[src/design/pcgfy_pkg.sv]
// Shared types, constants and the helper function of the PCG32 shuffle table.
`default_nettype none
package pcgfy_pkg;

   // Default sizes of the entry table.
   localparam int unsigned MAX_ENTRIES_DEF = 1024;
   localparam int unsigned ENTRY_WIDTH_DEF = 32;

   // Fixed transaction field widths.
   localparam int unsigned MODE_W    = 2;
   localparam int unsigned VALUE_W   = 32;
   localparam int unsigned POS_W     = 10;
   localparam int unsigned COUNT_W   = 11;
   localparam int unsigned STATUS_W  = 2;
   localparam int unsigned SEED_W    = 64;
   localparam int unsigned STREAM_W  = 63;
   localparam int unsigned CSR_IDX_W = 1;
   localparam int unsigned CSR_DAT_W = 64;
   localparam int unsigned DRAW_W    = 64;

   typedef logic [MODE_W-1:0]    mode_type;
   typedef logic [STATUS_W-1:0]  status_type;
   typedef logic [CSR_IDX_W-1:0] csr_idx_type;
   typedef logic [1:0]           rsp_sel_type;

   localparam mode_type MODE_CLEAR   = 2'd0;
   localparam mode_type MODE_APPEND  = 2'd1;
   localparam mode_type MODE_SHUFFLE = 2'd2;
   localparam mode_type MODE_READ    = 2'd3;

   localparam status_type STATUS_OK     = 2'd0;
   localparam status_type STATUS_FULL   = 2'd1;
   localparam status_type STATUS_BEYOND = 2'd2;

   localparam csr_idx_type CSR_SEED   = 1'b0;
   localparam csr_idx_type CSR_STREAM = 1'b1;

   localparam rsp_sel_type RSP_DIRECT  = 2'd0;
   localparam rsp_sel_type RSP_READ    = 2'd1;
   localparam rsp_sel_type RSP_SHUFFLE = 2'd2;

   // PCG multiplier 6364136223846793005, split into halves.
   localparam logic [31:0] PCG_MULT_LO = 32'h4C957F2D;
   localparam logic [31:0] PCG_MULT_HI = 32'h5851F42D;

   // Multiplier phases of one generator step.
   localparam logic [1:0] MUL_LOLO = 2'd0;
   localparam logic [1:0] MUL_LOHI = 2'd1;
   localparam logic [1:0] MUL_HILO = 2'd2;
   localparam logic [1:0] MUL_SUM  = 2'd3;

   // XSH-RR output permutation of the old generator state.
   function automatic logic [31:0] pcg_output(input logic [63:0] s);
      logic [63:0] x;
      logic [31:0] m;
      logic [4:0]  r;
      logic [4:0]  rl;
      x  = (s >> 18) ^ s;
      m  = x[58:27];
      r  = s[63:59];
      rl = 5'd0 - r;
      return (m >> r) | (m << rl);
   endfunction

   // Commands from the controller to the datapath.
   typedef struct packed {
      logic        count_clear;
      logic        append;
      logic        read_pos;
      logic        shuffle_start;
      logic        rsp_load;
      rsp_sel_type rsp_sel;
      logic        mul_en;
      logic [1:0]  mul_phase;
      logic        cap_hi;
      logic        cap_lo;
      logic        div_limit;
      logic        div_draw;
      logic        limit_load;
      logic        pick_load;
      logic        rd_last;
      logic        rd_pick;
      logic        tmp_load;
      logic        wr_last;
      logic        wr_pick;
      logic        top_dec;
   } cmd_type;

   // Status from the datapath to the controller.
   typedef struct packed {
      logic rsp_free;
      logic short_top;
      logic draw_low;
      logic div_done;
   } sts_type;

endpackage
`default_nettype wire

[src/design/pcgfy_ctrl.sv]
// Sequencing state machine for table commands and the shuffle loop.
`default_nettype none
module pcgfy_ctrl (
   input  wire logic                 clock,
   input  wire logic                 reset,
   input  wire logic                 req_valid,
   input  wire pcgfy_pkg::mode_type  req_mode,
   input  wire pcgfy_pkg::sts_type   sts,
   output logic                      req_ready,
   output pcgfy_pkg::cmd_type        cmd
);
   localparam logic [3:0] ST_IDLE    = 4'd0;
   localparam logic [3:0] ST_RDWAIT  = 4'd1;
   localparam logic [3:0] ST_SEEDMUL = 4'd2;
   localparam logic [3:0] ST_NEXT    = 4'd3;
   localparam logic [3:0] ST_LIMIT   = 4'd4;
   localparam logic [3:0] ST_DRAWHI  = 4'd5;
   localparam logic [3:0] ST_DRAWLO  = 4'd6;
   localparam logic [3:0] ST_CHECK   = 4'd7;
   localparam logic [3:0] ST_MOD     = 4'd8;
   localparam logic [3:0] ST_RDPICK  = 4'd9;
   localparam logic [3:0] ST_WRLAST  = 4'd10;
   localparam logic [3:0] ST_WRPICK  = 4'd11;
   localparam logic [3:0] ST_DONE    = 4'd12;

   logic [3:0] state_ff, state_in;
   logic [1:0] phase_ff, phase_in;
   logic       accept;

   always_comb begin
      cmd       = '0;
      state_in  = state_ff;
      phase_in  = phase_ff;
      req_ready = (state_ff == ST_IDLE) && sts.rsp_free;
      accept    = req_valid && req_ready;
      case (state_ff)
         ST_IDLE: begin
            if (accept) begin
               case (req_mode)
                  pcgfy_pkg::MODE_CLEAR: begin
                     cmd.count_clear = 1'b1;
                     cmd.rsp_load    = 1'b1;
                     cmd.rsp_sel     = pcgfy_pkg::RSP_DIRECT;
                  end
                  pcgfy_pkg::MODE_APPEND: begin
                     cmd.append   = 1'b1;
                     cmd.rsp_load = 1'b1;
                     cmd.rsp_sel  = pcgfy_pkg::RSP_DIRECT;
                  end
                  pcgfy_pkg::MODE_SHUFFLE: begin
                     cmd.shuffle_start = 1'b1;
                     phase_in          = pcgfy_pkg::MUL_LOLO;
                     state_in          = ST_SEEDMUL;
                  end
                  default: begin
                     cmd.read_pos = 1'b1;
                     state_in     = ST_RDWAIT;
                  end
               endcase
            end
         end
         ST_RDWAIT: begin
            cmd.rsp_load = 1'b1;
            cmd.rsp_sel  = pcgfy_pkg::RSP_READ;
            state_in     = ST_IDLE;
         end
         ST_SEEDMUL, ST_DRAWHI, ST_DRAWLO: begin
            cmd.mul_en    = 1'b1;
            cmd.mul_phase = phase_ff;
            cmd.cap_hi    = (state_ff == ST_DRAWHI) && (phase_ff == pcgfy_pkg::MUL_LOLO);
            cmd.cap_lo    = (state_ff == ST_DRAWLO) && (phase_ff == pcgfy_pkg::MUL_LOLO);
            phase_in      = phase_ff + 1'b1;
            if (phase_ff == pcgfy_pkg::MUL_SUM) begin
               case (state_ff)
                  ST_SEEDMUL: state_in = ST_NEXT;
                  ST_DRAWHI:  state_in = ST_DRAWLO;
                  default:    state_in = ST_CHECK;
               endcase
            end
         end
         ST_NEXT: begin
            if (sts.short_top) begin
               state_in = ST_DONE;
            end else begin
               cmd.div_limit = 1'b1;
               state_in      = ST_LIMIT;
            end
         end
         ST_LIMIT: begin
            if (sts.div_done) begin
               cmd.limit_load = 1'b1;
               phase_in       = pcgfy_pkg::MUL_LOLO;
               state_in       = ST_DRAWHI;
            end
         end
         ST_CHECK: begin
            if (sts.draw_low) begin
               phase_in = pcgfy_pkg::MUL_LOLO;
               state_in = ST_DRAWHI;
            end else begin
               cmd.div_draw = 1'b1;
               state_in     = ST_MOD;
            end
         end
         ST_MOD: begin
            if (sts.div_done) begin
               cmd.pick_load = 1'b1;
               cmd.rd_last   = 1'b1;
               state_in      = ST_RDPICK;
            end
         end
         ST_RDPICK: begin
            cmd.tmp_load = 1'b1;
            cmd.rd_pick  = 1'b1;
            state_in     = ST_WRLAST;
         end
         ST_WRLAST: begin
            cmd.wr_last = 1'b1;
            state_in    = ST_WRPICK;
         end
         ST_WRPICK: begin
            cmd.wr_pick = 1'b1;
            cmd.top_dec = 1'b1;
            state_in    = ST_NEXT;
         end
         ST_DONE: begin
            cmd.rsp_load = 1'b1;
            cmd.rsp_sel  = pcgfy_pkg::RSP_SHUFFLE;
            state_in     = ST_IDLE;
         end
         default: begin
            state_in = ST_IDLE;
         end
      endcase
   end

   always_ff @(posedge clock) begin
      if (reset) begin
         state_ff <= ST_IDLE;
         phase_ff <= pcgfy_pkg::MUL_LOLO;
      end else begin
         state_ff <= state_in;
         phase_ff <= phase_in;
      end
   end

endmodule
`default_nettype wire

[config.mk]
export PLATFORM = sky130hd
export DESIGN_NAME = pcgfy_ctrl
export DESIGN_NICKNAME = d
export VERILOG_FILES = /design/src/design/pcgfy_pkg.sv /design/src/design/pcgfy_ctrl.sv
export SDC_FILE = /design/constraint.sdc
export NUM_CORES = 1
export LEC_CHECK = 0
export ABC_AREA = 0
export ABC_CLOCK_PERIOD_IN_PS = 3000
export BUFFER_PORTS_ARGS = -buffer_cell sky130_fd_sc_hd__buf_2
export CAP_MARGIN = 20
export CORE_MARGIN = 2
export CORE_UTILIZATION = 50
export CTS_BUF_LIST = sky130_fd_sc_hd__clkbuf_8
export DETAILED_ROUTE_END_ITERATION = 16
export PLACE_DENSITY = 0.93
export SYNTH_ARGS = -nofsm -noshare
export SYNTH_HDL_FRONTEND = slang
export SYNTH_SLANG_ARGS = --single-unit
[constraint.sdc]
create_clock -name clock -period 3 [get_ports clock]
set_input_delay 0.45 -clock clock [delete_from_list [all_inputs] [get_ports clock]]
set_output_delay 0.45 -clock clock [all_outputs]
set_load 0.02 [all_outputs]
### Word level (Yosys, flattened, before mapping)

Cells that the tools add are included.

* bits in registers: 6
* bits in latches: 0
* RAM bits: 0
* ROM bits: 0
* bits of input ports: 9
* output and inout port bits: 23
* logic and storage cells: 72
* memories kept: 0

* add/sub/neg operators: 1
* multipliers: 0
* divide/modulo/power cells: 0
* order comparisons: 0
* equal/unequal tests: 22
* shifts and indexed selects: 0
* mux-type cells: 34
* bitwise gates (word level): 0
* reductions and logical operators: 13

Operators by type and width (number)
* $pmux 4 s9: 1
* $mux 4: 7
* $eq 4x4->1 const B: 5
* $eq 4x3->1 const B: 4
* $mux 2: 8
* $ne 2x2->1 const B: 6
* $mux 1: 11
* $reduce_and 5->1: 2
* $pmux 3 s3: 1
* $eq 4x2->1 const B: 2
* $pmux 2 s4: 1
* $pmux 4 s2: 1
* $mux 7: 1
* $pmux 3 s2: 1
* $reduce_or 3->1: 2
* $mux 5: 1
* $eq 2x2->1 const B: 2
* $eq 4x1->1 const B: 1
* $logic_and 1x1->1: 4
* $logic_not 2->1: 2
* $logic_not 4->1: 1
* $reduce_bool 4->1: 1
* $mux 3: 1
* $add 2x1->2 const B: 1
* 3 further kinds: 3

### Logic depth before layout (Yosys ltp)

Gate-level depths: netlist of the first run.

* depth after elaboration: 5
* depth in mapped cells: 6
* depth with buffers taken out: 5

### Worst setup path after synthesis of the first run

Ideal clock, no wire load.

* path kind: register to output
* from: reg state_ff[0]
* to: out cmd[20] in the netlist's numbering
* arrival time: 1.580 ns
* data required time: 2.550 ns
* setup slack: 0.970 ns
* cell stages (with the launch flop): 5
* buffers on the path: 0
* cell sequence: dfxtp_1 > nor2_1 > and3_1 > nand2_1 > nor3b_1

RTL lines
* start, declared: line pcgfy_ctrl.sv:26 `logic [3:0] state_ff, state_in;`
* start signal, assigned: line pcgfy_ctrl.sv:142 `state_ff <= state_in;`
* end, declared: line pcgfy_ctrl.sv:10 `output pcgfy_pkg::cmd_type cmd`

==> qor.yml, run 1 <==
floorplan:
  core_area_mm2: 0.001269
  ios: 32
  die_x_um: 40.63
  initial_core_util_pct: 52.86
  dieArea_mm2: 0.001650
  rows: 13
  die_height_um: 40.63
yosys:
  netlist_instances: 93
  synth.area.top_cells: "dfxtp_1 18%, nor2_1 8.4%, a21oi_1 6.0%, nand2_1 4.5%, nand4b_1 3.9%"
  yosys_warnings: 0
  ys_ff_latch: 6
  synth_top_area_share_pct: 17.91
  yosysMostFrequentCell: "nor2_1"
  synth_top_flop_cell: "dfxtp_1"
  syn_nets: 104
  synth_common_cells: "15 x nor2_1, 8 x a21oi_1, 8 x nand2_1"
  seq_area_frac_synth_pct: 17.91
  avgSynthCellArea_um2: 7.211
  synth_cell_type_count: 35
  syn_area_um2: 670.6
  synth_edf_count: 0
  synth.largest_area_cell: "dfxtp_1"
  synthArstFlopShare_pct: 0
sta:
  worst_pin_slew_ns: 0.6592
  max_freq_ghz: 0.4578
  period_needed_ns: 2.184
  timing.setup.tns_ns: 0
  finalCritPeriodShare_pct: 72.81
  setup_violations: 0
  drv_slew: 0
  rsz0062_at_grt: "no"
  timing.hold.ws_ns: 0.4823
  hold_violations: 0
  relSlewSlack_pct: 55.48
  skew_ns: 0.003585
clock_network:
  clk_pin_slew_ns: 0.04
  clkLatencyLatePin_ns: 0.22
  tritoncts: "yes"
  ctsResizeCount: 0
  htreeDepth: 1
  ctsHoldBuffers: 0
  post_cts_buffers: 0
  cts_buffers: 3
  cts_sinks: 6
  root_buffer: "clkbuf_8"
  clockBufferDepth: 2
drt:
  vias_per_cell: 5.744
  drt-total-wl_um: 1561
  drt-pass1-iter-count: 4
  ant_nets: 0
  vias: 764
  drtIter0Drc: 12
  drc_errors: 0
  wire_per_inst_um: 11.74
critical_path:
  start_kind: "flop"
  critPathMaxStageDelay_ns: 0.72
  crit_path_end_kind: "output pin"
  cp_slowest_cell: "dfxtp_1"
  crit_type: "flop to output pin"
  crit_fanout: 19
  worst_ep_arrival_time_ns: 1.73
  cp.required_ns: 2.55
  cp_cell_sequence: "nor2_1 -> and3_1 -> nand2_1 -> o22ai_1 -> buf_2"
layout:
  syn_to_final_growth_pct: 23.51
  area.sequential_um2: 120.1
  fillCellCount: 111
  multi_input_area_um2: 478.0
  insertedDiodeCount: 0
  final_core_util_pct: 65.29
  drive_gt1_share_pct: 31.36
  fin_nets: 131
pwr:
  power_density_mw_per_mm2: 309.2
  leakage_nw: 0.4156
  peakVddDrop_uv: 292.9
  finalPower_mw: 0.2561
hold_path:
  min_path_type: "primary input to flop"
placed_design:
  gp_congestion: 0.8197
  port_buffers: 31
  dp_hpwl_um: 1178
grt:
  grt-ovfl-total: 0
  grt_usage_pct: 22.21
  grt_max_degree: 20
  grt_pass1_wl_um: 2442
  grt_pass1_vias: 541
  antenna_found_initial: 0
outcome:
  status: "finished clean"
job:
  maxCapViolCount: 0
==> registers in the layout, indices dropped and copies added (netlist names) <==
name      cells
state_ff      4
phase_ff      2
==> cell families after synthesis <==
kind of cell | after synthesis | share of synthesized area (%)
flops | 6 | 17.91
buf+inv | 13 | 10.82
simple gates | 51 | 45.15
fa+ha+maj | 2 | 3.731
mux | 1 | 1.493
compound gates | 20 | 20.90
==> worst max-delay path, delay by kind of cell, from the launching register on <==
family,cells,cell delay (ns)
DFF,1,0.72
AOI/OAI and AO/OA,1,0.10
and+or+nand+nor,3,0.52
buffers and inverters,1,0.18
==> power breakdown <==
part / switching, mW / internal, mW
clock network: 0.0323 / 0.0860
registers: 0.00531 / 0.0819
logic: 0.0297 / 0.0209
total: 0.0673 / 0.189
==> routing by layer <==
metal	wire length [µm]	global-route usage, %
met1	650	30.29
met2	769	32.94
met3	130	4.891
met4	10	10.00
met5	0	0
==> final timing paths <==
path | start | end | slack (ns) | depth (start not counted)
setup / recovery | state_ff[3] | cmd[17] | 0.82 | 5
hold / removal | reset | phase_ff[0] | 0.48 | 2
hold reg to reg | phase_ff[1] | phase_ff[1] | 0.52 | 2
setup reg to reg | state_ff[3] | state_ff[0] | 1.08 | 3
==> cell type report <==
type	count	area share, %
Multi-Input combinational cell	74	57.70
Timing Repair Buffer	31	18.73
Tap cell	15	2.266
Clock buffer	3	4.985
Sequential cell	6	14.50
Inverter	4	1.813
==> cell usage in the layout (no fill, tap or decap), types with 2 or more instances in the layout <==
master,count
a21oi_1,8
and2_1,3
and3_1,3
buf_2,31
clkbuf_8,3
dfxtp_1,6
ha_1,2
inv_1,4
nand2_1,8
nand2b_1,4
nand4b_1,3
nor2_1,15
nor2b_1,2
nor3_1,3
nor3b_1,2
o41ai_1,3
or4b_1,2
==> through the flow <==
| step | instances | setup WS [ns] | cell area, µm² |
|---|---|---|---|
| final | 133 | 0.8157 | 828.3 |
| after global routing | 133 | 0.6850 | 828.3 |
| after CTS | 133 | 0.8451 | 828.3 |
| after detailed placement | 130 | 1.082 | 787.0 |
| after global placement | 130 | 1.159 | 787.0 |
| after floorplan | 93 | 0.9701 | 670.6 |
Note: power is estimated with default switching activity, not from simulation.
==> run 2: changes to the inputs <==
--- a/config.mk
+++ b/config.mk
@@ -6,14 +6,14 @@
 export NUM_CORES = 1
 export LEC_CHECK = 0
 export ABC_AREA = 0
-export ABC_CLOCK_PERIOD_IN_PS = 3000
+export ABC_CLOCK_PERIOD_IN_PS = 1900
 export BUFFER_PORTS_ARGS = -buffer_cell sky130_fd_sc_hd__buf_2
 export CAP_MARGIN = 20
 export CORE_MARGIN = 2
-export CORE_UTILIZATION = 50
+export CORE_UTILIZATION = 42
 export CTS_BUF_LIST = sky130_fd_sc_hd__clkbuf_8
 export DETAILED_ROUTE_END_ITERATION = 16
-export PLACE_DENSITY = 0.93
+export PLACE_DENSITY = 0.84
 export SYNTH_ARGS = -nofsm -noshare
 export SYNTH_HDL_FRONTEND = slang
 export SYNTH_SLANG_ARGS = --single-unit
==> constraint.sdc (replaced) <==
create_clock -name clock -period 1.9 [get_ports clock]
set_input_delay 0.285 -clock clock [delete_from_list [all_inputs] [get_ports clock]]
set_output_delay 0.285 -clock clock [all_outputs]
set_load 0.02 [all_outputs]
==> run 2 against run 1 <==
Core utilization is 8.6 points lower. Clock skew is 0.0025 ns lower. Count of clock-buffer cells in the layout is the same. Critical path depth down 1. Highest routed layer is now met3. Combinational power grew 71%. Worst hold slack lost 0.16 ns. Sequential power grew 55%. Global-route usage down 5.0 points. Clock power increased by 55%. Die area grew 17%. Non-clock buffer count is 2 higher. Final cell count grew 2.3%.
==> qor.yml, run 2 (same netlist as run 1, synthesis figures left out) <==
floorplan:
  core_area_mm2: 0.001506
  rows: 14
  ios: 32
  initial_core_util_pct: 44.52
  die_x_um: 43.96
  die_height_um: 43.96
  dieArea_mm2: 0.001932
grt:
  grt_pass1_vias: 641
  grt_max_degree: 19
  grt_usage_pct: 17.23
  antenna_found_initial: 0
  grt_pass1_wl_um: 2573
  grt-ovfl-total: 0
layout:
  reg.largest.list: "state_ff (4), phase_ff (2)"
  syn_to_final_growth_pct: 27.43
  largest_reg_flops: 4
  finalNonFillerCells: 136
  final_common_cell: "buf_2"
  drive_gt1_share_pct: 35.00
  insertedDiodeCount: 0
  final_cell_area_um2: 854.6
  final_cell_mix: "31 x buf_2, 14 x nor2_1, 8 x nand2_1, 8 x a21oi_1"
  fin_nets: 133
  regMostFlops: "state_ff"
drt:
  ant_nets: 0
  drc_errors: 0
  drt-pass1-iter-count: 3
  wire_per_inst_um: 11.49
  vias: 731
  drt-total-wl_um: 1562
  vias_per_cell: 5.375
  drtIter0Drc: 3
pwr:
  power_density_mw_per_mm2: 473.5
  peakVddDrop_uv: 289.1
  leakage_nw: 0.4304
critical_path:
  worst_ep_arrival_time_ns: 1.49
  cp.required_ns: 1.62
  crit_fanout: 12
  start_kind: "flop"
  crit_path_end_kind: "output pin"
  crit_type: "flop to output pin"
clock_network:
  clockBufferDepth: 2
  post_cts_buffers: 0
  root_buffer: "clkbuf_8"
  cts_sinks: 6
  clkLatencyLatePin_ns: 0.22
  tritoncts: "yes"
  htreeDepth: 1
  clk_pin_slew_ns: 0.03
  cts_buffers: 3
placed_design:
  gp_congestion: 0.8512
  dp_cells: 133
  placed_area_um2: 803.3
  port_buffers: 31
  dp_hpwl_um: 1232
sta:
  skew_ns: 0.001051
  timing.setup.tns_ns: 0
  max_freq_ghz: 0.5639
  period_needed_ns: 1.773
  worst_pin_slew_ns: 0.5917
  rsz0062_at_grt: "no"
  relSlewSlack_pct: 60.04
  hold_violations: 0
  finalCritPeriodShare_pct: 93.34
  setup_violations: 0
  drv_slew: 0
outcome:
  status: "finished clean"
job:
  maxCapViolCount: 0
hold_path:
  min_path_type: "primary input to flop"
## run 2: timing repair
action / in CTS / in global routing
gates resized for setup: 2 / 2
endpoints found under the setup margin: 3 / 6
hold buffers: 0 / 0
cloned: 0 / 0
## run 2: critical path, stage by stage, from the launching register on
cell and delay, ns:
dfxtp_1 0.45, buf_4 0.23, and3b_1 0.28, and2_1 0.15, buf_2 0.16
## run 2: where the power goes
part	internal (mW)	total [mW]	switching, mW
clock network	0.135	0.183	0.0474
logic	0.0358	0.0865	0.0507
registers	0.130	0.135	0.00573
## run 2: path summary, 6_finish.rpt
path                     from          end  slack (ns)  cells past startpoint
hold / removal          reset  state_ff[1]        0.32                      2
setup / recovery  state_ff[0]       cmd[8]        0.13                      4
setup reg to reg  state_ff[0]  state_ff[0]        0.32                      5
hold reg to reg   phase_ff[0]  phase_ff[0]        0.49                      2
## run 2: stage by stage
step	utilization, %	power [mW]	hold slack [ns]	setup slack [ns]
floorplan	-	0.1915	0.3541	0.03514
global placement	53.32	0.2194	0.4950	0.2644
detailed placement	53.32	0.2214	0.4966	0.2124
CTS	56.31	0.4114	0.3246	0.03894
global route	56.73	0.4246	0.3430	0.02822
finish	56.73	0.4046	0.3190	0.1265
## run 2: per-layer routing
layer  share of wire [%]  global-route usage, %
met5                   0                      0
met4                   0                  7.273
met3                 4.2                  1.250
met2                  49                  30.29
met1                  47                  21.36
## run 2: final cells by class
class                   count  area [µm²]
repair buffers             33       170.2
inverters                   4       15.01
fillers                   141       651.9
well taps                  16       20.02
clock buffers               3       41.29
multi-input cells          74       485.5
flip-flops and latches      6       122.6
==> run 3: changes to the inputs <==
--- a/config.mk
+++ b/config.mk
@@ -9,6 +9,7 @@
 export ABC_CLOCK_PERIOD_IN_PS = 1900
 export BUFFER_PORTS_ARGS = -buffer_cell sky130_fd_sc_hd__buf_2
 export CAP_MARGIN = 20
+export CORE_ASPECT_RATIO = 0.9
 export CORE_MARGIN = 2
 export CORE_UTILIZATION = 42
 export CTS_BUF_LIST = sky130_fd_sc_hd__clkbuf_8
==> run 3 against run 2 <==
Register-to-register slack got worse by 0.02 ns. Die area barely moved. Worst setup slack lost 0.013 ns. Power grew 2.6%. Sequential share of layout area shrank 0.51 points. Critical path depth stayed put. Core utilization up 3.2 points. Critical path type unchanged. Largest cell class unchanged. Highest routed layer is now met4.
==> qor.yml, run 3 (same netlist as run 1, synthesis figures left out) <==
sta:
  worst_pin_slew_ns: 0.5163
  setup_violations: 0
  timing.setup.tns_ns: 0
  period_needed_ns: 1.786
  max_freq_ghz: 0.5598
  relSlewSlack_pct: 65.13
  skew_ns: 0.0008220
  finalCritPeriodShare_pct: 94.02
  rsz0062_at_grt: "no"
  hold_violations: 0
  drv_slew: 0
pwr:
  pwr-share-comb_pct: 21.6
  leakage_nw: 0.4472
  internal-power_mw: 0.3020
  peakVddDrop_uv: 582.0
  switchingPower_mw: 0.1130
  swShare_pct: 27.22
  p_clk_share_pct: 45.9
  seqPwrFrac_pct: 32.5
  power_density_mw_per_mm2: 473.1
critical_path:
  crit_fanout: 9
  crit_path_end_kind: "output pin"
  critPathMaxStageDelay_ns: 0.54
  worst-path-stages: 4
  r2r-start: "state_ff[1]"
  worstPathBufferInverterCount: 1
  cp.required_ns: 1.62
  worst_ep_arrival_time_ns: 1.50
  crit_start: "state_ff[1]"
  reg2reg_depth: 4
  r2r_end: "state_ff[0]"
  cp_cell_sequence: "nand2b_1 -> a21oi_4 -> and2_1 -> buf_2"
  crit_family: "flip-flops"
  crit_type: "flop to output pin"
  r2r_slack_ns: 0.30
  start_kind: "flop"
  cp_slowest_cell: "dfxtp_1"
clock_network:
  clockBufferDepth: 2
  cts_sinks: 6
  tritoncts: "yes"
  cts_buffers: 3
  root_buffer: "clkbuf_8"
  clk_pin_slew_ns: 0.04
  clkLatencyLatePin_ns: 0.22
  htreeDepth: 1
  post_cts_buffers: 0
drt:
  drt-total-wl_um: 1755
  wire_per_inst_um: 12.72
  vias: 781
  ant_nets: 0
  drtIter0Drc: 20
  drc_errors: 0
  drt-pass1-iter-count: 4
  vias_per_cell: 5.659
layout:
  regMostFlops: "state_ff"
  fin_nets: 136
  final_common_cell: "buf_2"
  finalNonFillerCells: 138
  final_cell_mix: "31 x buf_2, 13 x nor2_1, 8 x nand2_1, 8 x a21oi_1"
  syn_to_final_growth_pct: 30.78
  reg.largest.list: "state_ff (4), phase_ff (2)"
  insertedDiodeCount: 0
  final_cell_area_um2: 877.1
  drive_gt1_share_pct: 36.59
  largest_reg_flops: 4
floorplan:
  initial_core_util_pct: 45.81
  die_x_um: 46.12
  ios: 32
  core_area_mm2: 0.001464
  dieArea_mm2: 0.001933
  die_height_um: 41.91
  rows: 13
grt:
  grt_pass1_vias: 674
  antenna_found_initial: 0
  grt_max_degree: 13
  grt-ovfl-total: 0
  grt_pass1_wl_um: 2870
  grt_usage_pct: 19.15
outcome:
  status: "finished clean"
placed_design:
  dp_cells: 135
  port_buffers: 31
  placed_area_um2: 824.5
  dp_hpwl_um: 1350
  gp_congestion: 0.8158
hold_path:
  holdPathStages: 2
  hold_start: "reset"
  min_to: "phase_ff[0]"
  min_path_type: "primary input to flop"
job:
  maxCapViolCount: 0
-- run 3: timing repair --
action	CTS	global route
endpoints found under the setup margin	0	4
hold buffers	0	0
gates resized for setup	0	4
-- run 3: area by class of cell --
type | instances | area (µm²)
clock buffer | 3 | 41.29
fill | 139 | 586.8
inverter | 4 | 15.01
multi-input combinational | 74 | 488.0
sequential | 6 | 121.4
tap | 15 | 18.77
timing repair buffer | 36 | 192.7
-- run 3: how the worst max path moves through the flow --
stage	end
after floorplan	cmd[20]
after global placement	cmd[20]
after detailed placement	state_ff[0]
after CTS	cmd[20]
after global routing	cmd[18]
final	cmd[12]
-- run 3: worst reg2reg max path, stage by stage, from the launching register on --
cell and delay, ns:
dfxtp_1 0.54, nand2b_1 0.24, a21oi_4 0.22, or4b_1 0.45, o31ai_1 0.07
-- run 3: power by group through the flow --
stage / combinational [mW] / clock (mW) / sequential (mW)
finish: 0.0897 / 0.190 / 0.135
global route: 0.0987 / 0.202 / 0.135
CTS: 0.0887 / 0.189 / 0.134
detailed placement: 0.0883 / 0 / 0.136
global placement: 0.0852 / 0 / 0.135
floorplan: 0.0571 / 0 / 0.134
-- run 3: per-stage QoR --
| stage | hold WS (ns) | setup WS [ns] | utilization [%] | total power, mW |
|---|---|---|---|---|
| after floorplan | 0.3541 | 0.03514 | - | 0.1915 |
| after global placement | 0.4886 | 0.3439 | 56.32 | 0.2206 |
| after detailed placement | 0.4995 | 0.2779 | 56.32 | 0.2239 |
| after CTS | 0.3397 | 0.03709 | 59.15 | 0.4116 |
| after global routing | 0.3575 | 0.01977 | 59.91 | 0.4358 |
| final | 0.3411 | 0.1137 | 59.91 | 0.4149 |
-- run 3: layer usage --
layer / part of all wire, % / up-vias / track usage [%]
li1: - / 395 / -
met1: 47 / 355 / 26.05
met2: 47 / 29 / 31.39
met3: 5.6 / 2 / 3.043
met4: 0.68 / 0 / 3.429
met5: 0 / - / 0
